`config.mk`:
```
export PLATFORM = sky130hd
export DESIGN_NAME = display_frame_receiver
export DESIGN_NICKNAME = d
export VERILOG_FILES = /design/src/dfr_pkg.sv /design/src/display_frame_receiver.sv
export SDC_FILE = /design/constraint.sdc
export NUM_CORES = 1
export LEC_CHECK = 0
export BUFFER_PORTS_ARGS = -buffer_cell sky130_fd_sc_hd__buf_2
export CAP_MARGIN = 40
export CORE_ASPECT_RATIO = 1.4
export CORE_MARGIN = 2
export CORE_UTILIZATION = 35
export DETAILED_ROUTE_END_ITERATION = 10
export SLEW_MARGIN = 20
export SYNTH_ARGS = -nofsm -noshare
export SYNTH_HDL_FRONTEND = slang
export SYNTH_SLANG_ARGS = --single-unit
```
`constraint.sdc`:
```
create_clock -name clk -period 5.1 [get_ports clk]
set_input_delay 1.53 -clock clk [delete_from_list [all_inputs] [get_ports clk]]
set_output_delay 1.53 -clock clk [all_outputs]
set_load 0.02 [all_outputs]
```
`src/dfr_pkg.sv`:
```
// ----------------------------------------------------------------------------
// dfr_pkg
// Constants and the control byte decoder for the display frame receiver.
// ----------------------------------------------------------------------------
`timescale 1ns / 1ps

package dfr_pkg;

	localparam logic [7:0] START_BYTE  = 8'h59;
	localparam logic [7:0] ASSIST_MASK = 8'h5E;
	localparam int         LIGHT_BIT   = 0;
	localparam int         WALK_BIT    = 5;

	localparam logic [7:0] CODE_X0  = 8'h10;
	localparam logic [7:0] CODE_X10 = 8'h40;
	localparam logic [7:0] CODE_X20 = 8'h02;
	localparam logic [7:0] CODE_X30 = 8'h04;
	localparam logic [7:0] CODE_X40 = 8'h08;

	localparam logic [5:0] FACTOR_X0  = 6'd0;
	localparam logic [5:0] FACTOR_X10 = 6'd10;
	localparam logic [5:0] FACTOR_X20 = 6'd20;
	localparam logic [5:0] FACTOR_X30 = 6'd30;
	localparam logic [5:0] FACTOR_X40 = 6'd40;

	typedef struct packed {
		logic       hit;
		logic [5:0] factor;
	} assist_dec_t;

	// Maps the masked control byte to an assist factor; an unknown code clears the hit flag and returns factor zero.
	function automatic assist_dec_t decode_assist(input logic [7:0] ctrl);
		assist_dec_t d;
		d.hit    = 1'b1;
		d.factor = FACTOR_X0;
		case (ctrl & ASSIST_MASK)
			CODE_X0:  d.factor = FACTOR_X0;
			CODE_X10: d.factor = FACTOR_X10;
			CODE_X20: d.factor = FACTOR_X20;
			CODE_X30: d.factor = FACTOR_X30;
			CODE_X40: d.factor = FACTOR_X40;
			default:  d.hit = 1'b0;
		endcase
		return d;
	endfunction

endpackage

```
`src/display_frame_receiver.sv`:
```
// ----------------------------------------------------------------------------
// display_frame_receiver
// Hunts for the start byte, collects a frame, checks its sum byte and decodes
// the assist, lights and walk assist commands from the control byte.
// Timing: an accepted byte waits in the input register and is processed once
// the output register is free; a frame's last byte then loads the result.
// Throughput: one byte per cycle; the input register only waits while a
// finished result is held in the output register and not yet taken.
// Reset: all control state clears; the receiver starts out hunting.
// ----------------------------------------------------------------------------
`timescale 1ns / 1ps

module display_frame_receiver #(
	parameter int FRAME_LEN = 7
) (
	input  logic       clk,
	input  logic       arst_n,
	input  logic       rx_valid,
	output logic       rx_ready,
	input  logic [7:0] rx_byte,
	output logic       res_valid,
	input  logic       res_ready,
	output logic       frame_ok,
	output logic [5:0] assist_factor_x10,
	output logic       lights_on,
	output logic       walk_assist_on
);

	localparam int              IDX_W    = $clog2(FRAME_LEN);
	localparam logic [IDX_W-1:0] LAST_IDX = IDX_W'(FRAME_LEN - 1);
	localparam logic [IDX_W-1:0] CTRL_IDX = IDX_W'(1);

	logic             valid_s1;
	logic [7:0]       byte_s1;

	logic             in_frame_q;
	logic [IDX_W-1:0] idx_q;
	logic [7:0]       sum_q;
	logic [7:0]       ctrl_q;
	logic [5:0]       assist_q;
	logic             lights_q;
	logic             walk_q;

	logic             res_valid_q;
	logic             ok_q;

	logic             out_free;
	logic             step;
	logic             frame_end;
	logic             sum_match;
	dfr_pkg::assist_dec_t dec;

	assign out_free  = !res_valid_q || res_ready;
	assign step      = valid_s1 && out_free;
	assign rx_ready  = !valid_s1 || out_free;
	assign frame_end = in_frame_q && (idx_q == LAST_IDX);
	assign sum_match = (byte_s1 == sum_q);
	assign dec       = dfr_pkg::decode_assist(ctrl_q);

	always_ff @(posedge clk or negedge arst_n) begin
		if (!arst_n) begin
			valid_s1 <= 1'b0;
		end else if (rx_ready) begin
			valid_s1 <= rx_valid;
		end
	end

	always_ff @(posedge clk) begin
		if (rx_ready && rx_valid) begin
			byte_s1 <= rx_byte;
		end
	end

	always_ff @(posedge clk or negedge arst_n) begin
		if (!arst_n) begin
			in_frame_q  <= 1'b0;
			idx_q       <= '0;
			sum_q       <= '0;
			ctrl_q      <= '0;
			assist_q    <= dfr_pkg::FACTOR_X0;
			lights_q    <= 1'b0;
			walk_q      <= 1'b0;
			res_valid_q <= 1'b0;
			ok_q        <= 1'b0;
		end else begin
			if (res_valid_q && res_ready && !(step && frame_end)) begin
				res_valid_q <= 1'b0;
			end
			if (step) begin
				if (!in_frame_q) begin
					if (byte_s1 == dfr_pkg::START_BYTE) begin
						in_frame_q <= 1'b1;
						sum_q      <= byte_s1;
						idx_q      <= CTRL_IDX;
					end
				end else if (frame_end) begin
					if (sum_match) begin
						if (dec.hit) begin
							assist_q <= dec.factor;
						end
						lights_q <= ctrl_q[dfr_pkg::LIGHT_BIT];
						walk_q   <= ctrl_q[dfr_pkg::WALK_BIT];
					end
					in_frame_q  <= 1'b0;
					idx_q       <= '0;
					sum_q       <= '0;
					res_valid_q <= 1'b1;
					ok_q        <= sum_match;
				end else begin
					if (idx_q == CTRL_IDX) begin
						ctrl_q <= byte_s1;
					end
					sum_q <= sum_q + byte_s1;
					idx_q <= idx_q + IDX_W'(1);
				end
			end
		end
	end

	// The flag registers always hold the current commands, so they drive
	// the result fields directly.
	assign res_valid         = res_valid_q;
	assign frame_ok          = ok_q;
	assign assist_factor_x10 = assist_q;
	assign lights_on         = lights_q;
	assign walk_assist_on    = walk_q;

	a_idx_range: assert property (@(posedge clk) disable iff (!arst_n)
		idx_q <= LAST_IDX)
		else $error("frame index beyond last byte");

	a_hunt_idx: assert property (@(posedge clk) disable iff (!arst_n)
		!in_frame_q |-> idx_q == '0)
		else $error("frame index not cleared while hunting");

	a_end_result: assert property (@(posedge clk) disable iff (!arst_n)
		(step && frame_end) |=> (res_valid_q && !in_frame_q))
		else $error("frame end did not produce a result");

	a_no_spurious: assert property (@(posedge clk) disable iff (!arst_n)
		(!res_valid_q && !(step && frame_end)) |=> !res_valid_q)
		else $error("result raised without a completed frame");

	a_factor_code: assert property (@(posedge clk) disable iff (!arst_n)
		assist_q == dfr_pkg::FACTOR_X0 || assist_q == dfr_pkg::FACTOR_X10 ||
		assist_q == dfr_pkg::FACTOR_X20 || assist_q == dfr_pkg::FACTOR_X30 ||
		assist_q == dfr_pkg::FACTOR_X40)
		else $error("assist factor outside its code set");

endmodule
```
==> results.sh, run 1 <==
export IMPL_ant_nets=0
export IMPL_drt_iter0_drc=45
export IMPL_fin_ws_ns=1.59
export IMPL_p_clk_share_pct=23.8
export IMPL_insertion_delay_ns=0.29
export IMPL_rsz0062_at_grt="no"
export IMPL_final_area_sq_um=2180
export IMPL_dp_hpwl_um=2930
export IMPL_post_cts_setup_buffers=0
export IMPL_placed_cell_area_sq_um=2070
export IMPL_path_clk_slew_ns=0.07
export IMPL_die_width_um=66.4
export IMPL_slew_viol_final=0
export IMPL_fill_cells=529
export IMPL_power_leakage_nw=1.01
export IMPL_cts_root_buf="clkbuf_8"
export IMPL_cp_end_kind="primary output"
export IMPL_fp_dieH_um=91.4
export IMPL_syn_inst=174
export IMPL_cts_buffer_depth=2
export IMPL_critPathLaunchType="input pin"
export IMPL_vias_per_cell=5.35
export IMPL_hp_class="flip-flop to flip-flop"
export IMPL_path_class="input pin to primary output"
export IMPL_h_tree_depth=2
export IMPL_grt_max_degree=29
export IMPL_hold_start="assist_factor_x10[1]"
export IMPL_finalWirelength_um=4020
export IMPL_p_sw_mw=0.379
export IMPL_powerDensity_nw_per_um2=484
export IMPL_antenna_found_initial=0
export IMPL_crit_fanout=3
export IMPL_grt_overflow_total=0
export IMPL_combPwrFrac_pct=34.1
export IMPL_status="finished clean"
export IMPL_start_util_pct=36.5
export IMPL_cp_arrival_ns=1.98
export IMPL_syn_area_per_cell_sq_um=11.0
export IMPL_cp_startpoint="res_ready"
export IMPL_wl_per_cell_um=15.3
export IMPL_finalNonFillerCells=263
export IMPL_synth_async_sr_flop_share_pct=77.8
export IMPL_yosysTopAreaCell="dfrtp_1"
export IMPL_cts_hold_buf=0
export IMPL_critPathRequiredTime_ns=3.57
export IMPL_relSlewSlack_pct=55.9
export IMPL_setup_viol=0
export IMPL_p_seq_share_pct=42.1
export IMPL_place_ws_ns=1.59
export IMPL_coreArea_sq_um=5240
export IMPL_cts_tree="built"
export IMPL_ir_drop_mv=0.169
export IMPL_ys_seq_area_share_pct=49.3
export IMPL_synth_area_sq_um=1910
export IMPL_synthTopCellsByCount="28 x dfrtp_1, 11 x nand2_1, 11 x nor2_1, 11 x o21ai_0"
export IMPL_globalRouteTotalUtil_pct=15.1
export IMPL_hold_viol_final=0
export IMPL_die_area_sq_um=6070
export IMPL_netlist_top_cells_area="dfrtp_1 37%, edfxtp_1 13%, ha_1 6.6%"
export IMPL_synth_top_area_share_pct=36.7
export IMPL_r2r_start="byte_s1[1]"
export IMPL_area_delta_synth_final_pct=14.1
export IMPL_finClkSkew_ns=0.00834
export IMPL_grt_pass1_vias=1436
export IMPL_vias=1408
export IMPL_max_freq_ghz=0.285
export IMPL_synth_edf_count=8
export IMPL_drcViolationCount=0
export IMPL_yosysUniqueCellTypes=49
export IMPL_synth_seq_cells=36
export IMPL_drv_cap=0
export IMPL_io_pins=23
export IMPL_numCtsBuffers=5
export IMPL_grt_pass1_wl_um=6890
export IMPL_synth_top_flop_cell="dfrtp_1"
export IMPL_synth_most_common_cell="dfrtp_1"
export IMPL_internal_power_mw=0.675
export IMPL_r2r_slack_ns=2.25
export IMPL_place_gp_congestion=0.871
export IMPL_period_share_pct=68.9
export IMPL_nNetsFinal=219
export IMPL_fin_setup_tns_ns=0
export IMPL_clkSinkCount=36
export IMPL_synth_fp_nets=197
export IMPL_io_buffers=21
export IMPL_row_count=31
export IMPL_ctsResizeCount=0
export IMPL_fin_crit_ns=3.51
export IMPL_n_antenna_cell=0
export IMPL_drtPass1Iterations=4
export IMPL_place_inst=255
export IMPL_yosysWarningCount=0
export IMPL_drive_gt1_share_pct=20.3
export IMPL_p_sw_share_pct=36.0
export IMPL_worst_pin_slew_ns=0.662
## final timing paths
path / endpoint / depth (start not counted)
setup / recovery: rx_ready / 3
hold / removal: assist_factor_x10[1] / 1
setup reg to reg: assist_factor_x10[4] / 6
hold reg to reg: assist_factor_x10[1] / 1
max in group asynchronous: sum_q[1] / 1
min in group asynchronous: assist_factor_x10[1] / 1
## layer usage
metal	part of all wire, %	global-route usage [%]	up-vias
met5	0	0	-
met4	2.7	6.80	0
met3	3.5	3.72	8
met2	52	25.6	34
met1	42	17.6	683
li1	-	-	683
## per-stage QoR
step                      utilization, %  power [mW]  hold WS, ns
after detailed placement            39.5       0.808        0.479
after global placement              39.4       0.799        0.470
final                               41.6        1.05        0.492
after global routing                41.6        1.14        0.511
after CTS                           41.6        1.06        0.496
after floorplan                        -       0.717        0.468
## power groups by stage
stage	combinational (mW)	clock, mW	sequential [mW]
finish	0.360	0.250	0.444
detailed placement	0.358	0	0.450
global route	0.410	0.270	0.456
global placement	0.350	0	0.449
CTS	0.361	0.257	0.444
floorplan	0.300	0	0.416
## flip-flops by register name, indices dropped and copies added, names as in the netlist
signal,cells
byte_s1,8
sum_q,8
ctrl_q,7
assist_factor_x10,4
idx_q,3
frame_ok,1
in_frame_q,1
lights_on,1
res_valid,1
valid_s1,1
walk_assist_on,1
## cell usage in the layout, fill, tap and decap left out, types with 2 or more instances in the layout
| cell type | n |
|---|---|
| dfrtp_1 | 28 |
| buf_2 | 21 |
| nand2_1 | 11 |
| nor2_1 | 11 |
| o21ai_0 | 11 |
| a21oi_1 | 10 |
| ha_1 | 10 |
| mux2_2 | 8 |
| edfxtp_1 | 8 |
| nand3_1 | 6 |
| clkbuf_8 | 5 |
| inv_1 | 4 |
| a21o_1 | 4 |
| nor2b_1 | 4 |
| nand2b_1 | 3 |
| and3_1 | 3 |
| a211oi_1 | 3 |
| xor2_1 | 3 |
| xnor2_1 | 3 |
| nor3_1 | 3 |
| nand3b_1 | 2 |
| and2_1 | 2 |
| o211ai_1 | 2 |
| o21a_1 | 2 |
| mux2_1 | 2 |
## worst max-delay path, cell delays in order
cell and delay, ns:
buf_2 0.10, nand3b_1 0.17, buf_2 0.18
## final cells by class
type | instances | area, sq um | share of cell area, %
Clock inverter | 2 | 35.0 | 1.61
Multi-Input combinational cell | 127 | 920 | 42.2
Sequential cell | 36 | 941 | 43.2
Clock buffer | 6 | 72.6 | 3.33
Inverter | 4 | 15.0 | 0.689
Timing Repair Buffer | 22 | 113 | 5.17
Tap cell | 66 | 82.6 | 3.79
## kinds of logic (layout without fill, tap and decap cells)
kind of cell	Yosys count	after routing	synth area share, %
xor+xnor	6	6	2.75
fa+ha+maj	11	11	7.60
mux	11	11	6.42
flops	36	36	49.3
simple gates	55	55	16.3
buf+inv	11	34	2.56
other cells	1	1	0.196
compound gates	43	43	14.9
Note: power is estimated with default switching activity, not from simulation.
==> run 2, diff against run 1 <==
--- a/config.mk
+++ b/config.mk
@@ -5,6 +5,7 @@
 export SDC_FILE = /design/constraint.sdc
 export NUM_CORES = 1
 export LEC_CHECK = 0
+export ABC_AREA = 1
 export BUFFER_PORTS_ARGS = -buffer_cell sky130_fd_sc_hd__buf_2
 export CAP_MARGIN = 40
 export CORE_ASPECT_RATIO = 1.4
==> constraint.sdc (replaced) <==
create_clock -name clk -period 3.47 [get_ports clk]
set_input_delay 1.041 -clock clk [delete_from_list [all_inputs] [get_ports clk]]
set_output_delay 1.041 -clock clk [all_outputs]
set_load 0.02 [all_outputs]
==> run 2 against run 1 <==
Total power increased by 45%. Flip-flop and latch count unchanged. Critical endpoint unchanged. Highest routed layer unchanged. Design area increased by 2.2%. Worst setup slack got worse by 0.65 ns. Critical path type unchanged. Largest cell class unchanged.
==> results.sh, run 2 <==
export IMPL_hold_start="assist_factor_x10[5]"
export IMPL_synthTopCellsByCount="67 x nand2_1, 32 x inv_1, 28 x dfrtp_1, 20 x nor2_1, 19 x nand3_1"
export IMPL_grt_pass1_vias=1549
export IMPL_cts_hold_buf=0
export IMPL_final_common_cell="nand2_1"
export IMPL_grt_max_degree=29
export IMPL_crit_family="buffers and inverters"
export IMPL_syn_area_per_cell_sq_um=8.18
export IMPL_max_stage_delay_ns=0.19
export IMPL_die_width_um=67.2
export IMPL_synth_fp_nets=262
export IMPL_area_delta_synth_final_pct=13.8
export IMPL_p_seq_share_pct=40.8
export IMPL_r2r_end="assist_factor_x10[4]"
export IMPL_synth_top_area_share_pct=35.8
export IMPL_dp_hpwl_um=3160
export IMPL_cts_tree="built"
export IMPL_cp_slowest_cell="buf_2"
export IMPL_h_tree_depth=2
export IMPL_place_gp_congestion=0.896
export IMPL_synth_edf_count=8
export IMPL_finClkSkew_ns=0.00656
export IMPL_globalRouteTotalUtil_pct=15.8
export IMPL_synth_seq_cells=36
export IMPL_clkSinkCount=36
export IMPL_insertion_delay_ns=0.29
export IMPL_power_leakage_nw=1.17
export IMPL_path_class="input pin to primary output"
export IMPL_holdWs_ns=0.468
export IMPL_io_pins=23
export IMPL_critPathBufInv=3
export IMPL_grt_pass1_wl_um=7300
export IMPL_worst_pin_slew_ns=0.649
export IMPL_io_buffers=21
export IMPL_reg_top3="byte_s1: 8 flops, sum_q: 8 flops, ctrl_q: 7 flops"
export IMPL_ir_drop_mv=0.258
export IMPL_cp_arrival_ns=1.49
export IMPL_synth_top_flop_cell="dfrtp_1"
export IMPL_fin_setup_tns_ns=0
export IMPL_row_count=32
export IMPL_synth_most_common_cell="nand2_1"
export IMPL_numCtsBuffers=5
export IMPL_coreArea_sq_um=5450
export IMPL_combPwrFrac_pct=35.2
export IMPL_antenna_found_initial=0
export IMPL_mostFrequentLayoutCells="67 x nand2_1, 32 x inv_1, 28 x dfrtp_1"
export IMPL_yosysTopAreaCell="dfrtp_1"
export IMPL_p_sw_mw=0.568
export IMPL_critPathLaunchType="input pin"
export IMPL_vias=1591
export IMPL_p_clk_share_pct=24.0
export IMPL_finalWirelength_um=4140
export IMPL_powerDensity_nw_per_um2=685
export IMPL_setup_viol=0
export IMPL_status="finished clean"
export IMPL_crit_top_cell="buf_2"
export IMPL_critPathRequiredTime_ns=2.43
export IMPL_ant_nets=0
export IMPL_drv_cap=0
export IMPL_ff2ff_path_depth=9
export IMPL_hold_depth=2
export IMPL_cp_end_kind="primary output"
export IMPL_synth_area_sq_um=1960
export IMPL_fp_dieH_um=92.4
export IMPL_rsz0062_at_grt="no"
export IMPL_grt_overflow_total=0
export IMPL_yosysUniqueCellTypes=27
export IMPL_crit_fanout=3
export IMPL_min_to="assist_factor_x10[5]"
export IMPL_cts_buffer_depth=2
export IMPL_p_sw_share_pct=37.3
export IMPL_drive_gt1_share_pct=14.8
export IMPL_netlist_top_cells_area="dfrtp_1 36%, nand2_1 13%, edfxtp_1 12%"
export IMPL_synth_async_sr_flop_share_pct=77.8
export IMPL_r2r_start="byte_s1[2]"
export IMPL_ctsResizeCount=0
export IMPL_nNetsFinal=286
export IMPL_fin_crit_ns=2.53
export IMPL_cts_root_buf="clkbuf_8"
export IMPL_yosysWarningCount=0
export IMPL_relSlewSlack_pct=56.7
export IMPL_slew_viol_final=0
export IMPL_finalNonFillerCells=332
export IMPL_max_freq_ghz=0.395
export IMPL_path_clk_slew_ns=0.08
export IMPL_vias_per_cell=4.79
export IMPL_drcViolationCount=0
export IMPL_place_inst=324
export IMPL_syn_inst=239
export IMPL_post_cts_setup_buffers=0
export IMPL_start_util_pct=35.9
export IMPL_wl_per_cell_um=12.5
export IMPL_hold_viol_final=0
export IMPL_period_share_pct=72.9
export IMPL_drt_iter0_drc=77
export IMPL_path_cells="buf_2 > inv_1 > nand3_1 > buf_2"
export IMPL_ys_seq_area_share_pct=48.1
export IMPL_cp_startpoint="res_ready"
export IMPL_hp_class="flip-flop to flip-flop"
export IMPL_n_antenna_cell=0
export IMPL_drtPass1Iterations=4
export IMPL_internal_power_mw=0.956
export IMPL_die_area_sq_um=6210
export IMPL_r2r_slack_ns=1.64
==> run 2: changes by cell type after synthesis, moves of 4 or more <==
cell      change
nand2_1      +56
inv_1        +28
nand3_1      +13
nor2_1        +9
mux2_2        -7
nand4_1       +7
clkbuf_1      -5
a21o_1        -4
nor2b_1       -4
==> run 2: how the worst max path moves through the flow <==
stage | end | slack [ns] | cells after the start
floorplan | rx_ready | 1.13 | 2
global placement | rx_ready | 0.97 | 4
detailed placement | rx_ready | 0.95 | 4
CTS | rx_ready | 0.95 | 4
global route | rx_ready | 0.89 | 4
finish | rx_ready | 0.94 | 4
==> run 2: power by group through the flow <==
stage / Sequential [mW] / Combinational (mW) / Clock [mW]
after floorplan: 0.608 / 0.431 / 0
after global placement: 0.629 / 0.524 / 0
after detailed placement: 0.633 / 0.535 / 0
after CTS: 0.624 / 0.537 / 0.375
after global routing: 0.638 / 0.638 / 0.392
final: 0.623 / 0.537 / 0.366
==> run 2: layer usage <==
metal	wire [um]	up-vias	part of all wire [%]	global-route usage [%]
li1	-	816	-	-
met1	1730	737	42	18.5
met2	2180	28	53	27.7
met3	120	10	2.9	2.55
met4	99	0	2.4	6.80
met5	0	-	0	0
==> run 2: worst register-to-register path: cells and delay by family (launching register included) <==
family                     cells  cell delay, ns
and+or+nand+nor                7            0.80
buffers and inverters          1            0.07
DFF                            1            0.49
adders and majority gates      1            0.41
==> run 2: metrics by stage <==
| step | util, % | setup slack [ns] | instance area [sq um] | power (mW) |
|---|---|---|---|---|
| 6_report | 40.9 | 0.941 | 2230 | 1.52 |
| 5_1_grt | 40.9 | 0.886 | 2230 | 1.67 |
| 4_1_cts | 40.9 | 0.946 | 2230 | 1.54 |
| 3_5_place_dp | 38.9 | 0.948 | 2120 | 1.17 |
| 3_3_place_gp | 38.9 | 0.968 | 2120 | 1.15 |
| 2_1_floorplan | - | 1.13 | 1960 | 1.04 |
==> run 2: area by class of cell <==
class	count	area [sq um]
Timing Repair Buffer	21	105
Clock inverter	2	35.0
Sequential cell	36	941
Multi-Input combinational cell	165	860
Clock buffer	6	72.6
Inverter	34	128
Tap cell	68	85.1
Fill cell	578	3220
==> run 2: kinds of logic (layout without fill, tap and decap cells) <==
group	after synthesis	in the layout	share of synthesized area (%)
AO/OA/AOI/OAI	25	25	6.65
other	1	1	0.192
XOR/XNOR	1	1	0.448
multiplexers	1	1	0.576
adder cells (fa/ha/maj)	11	11	7.42
buffers and inverters	38	63	7.93
AND/OR/NAND/NOR	126	126	28.7
flip-flops	36	36	48.1
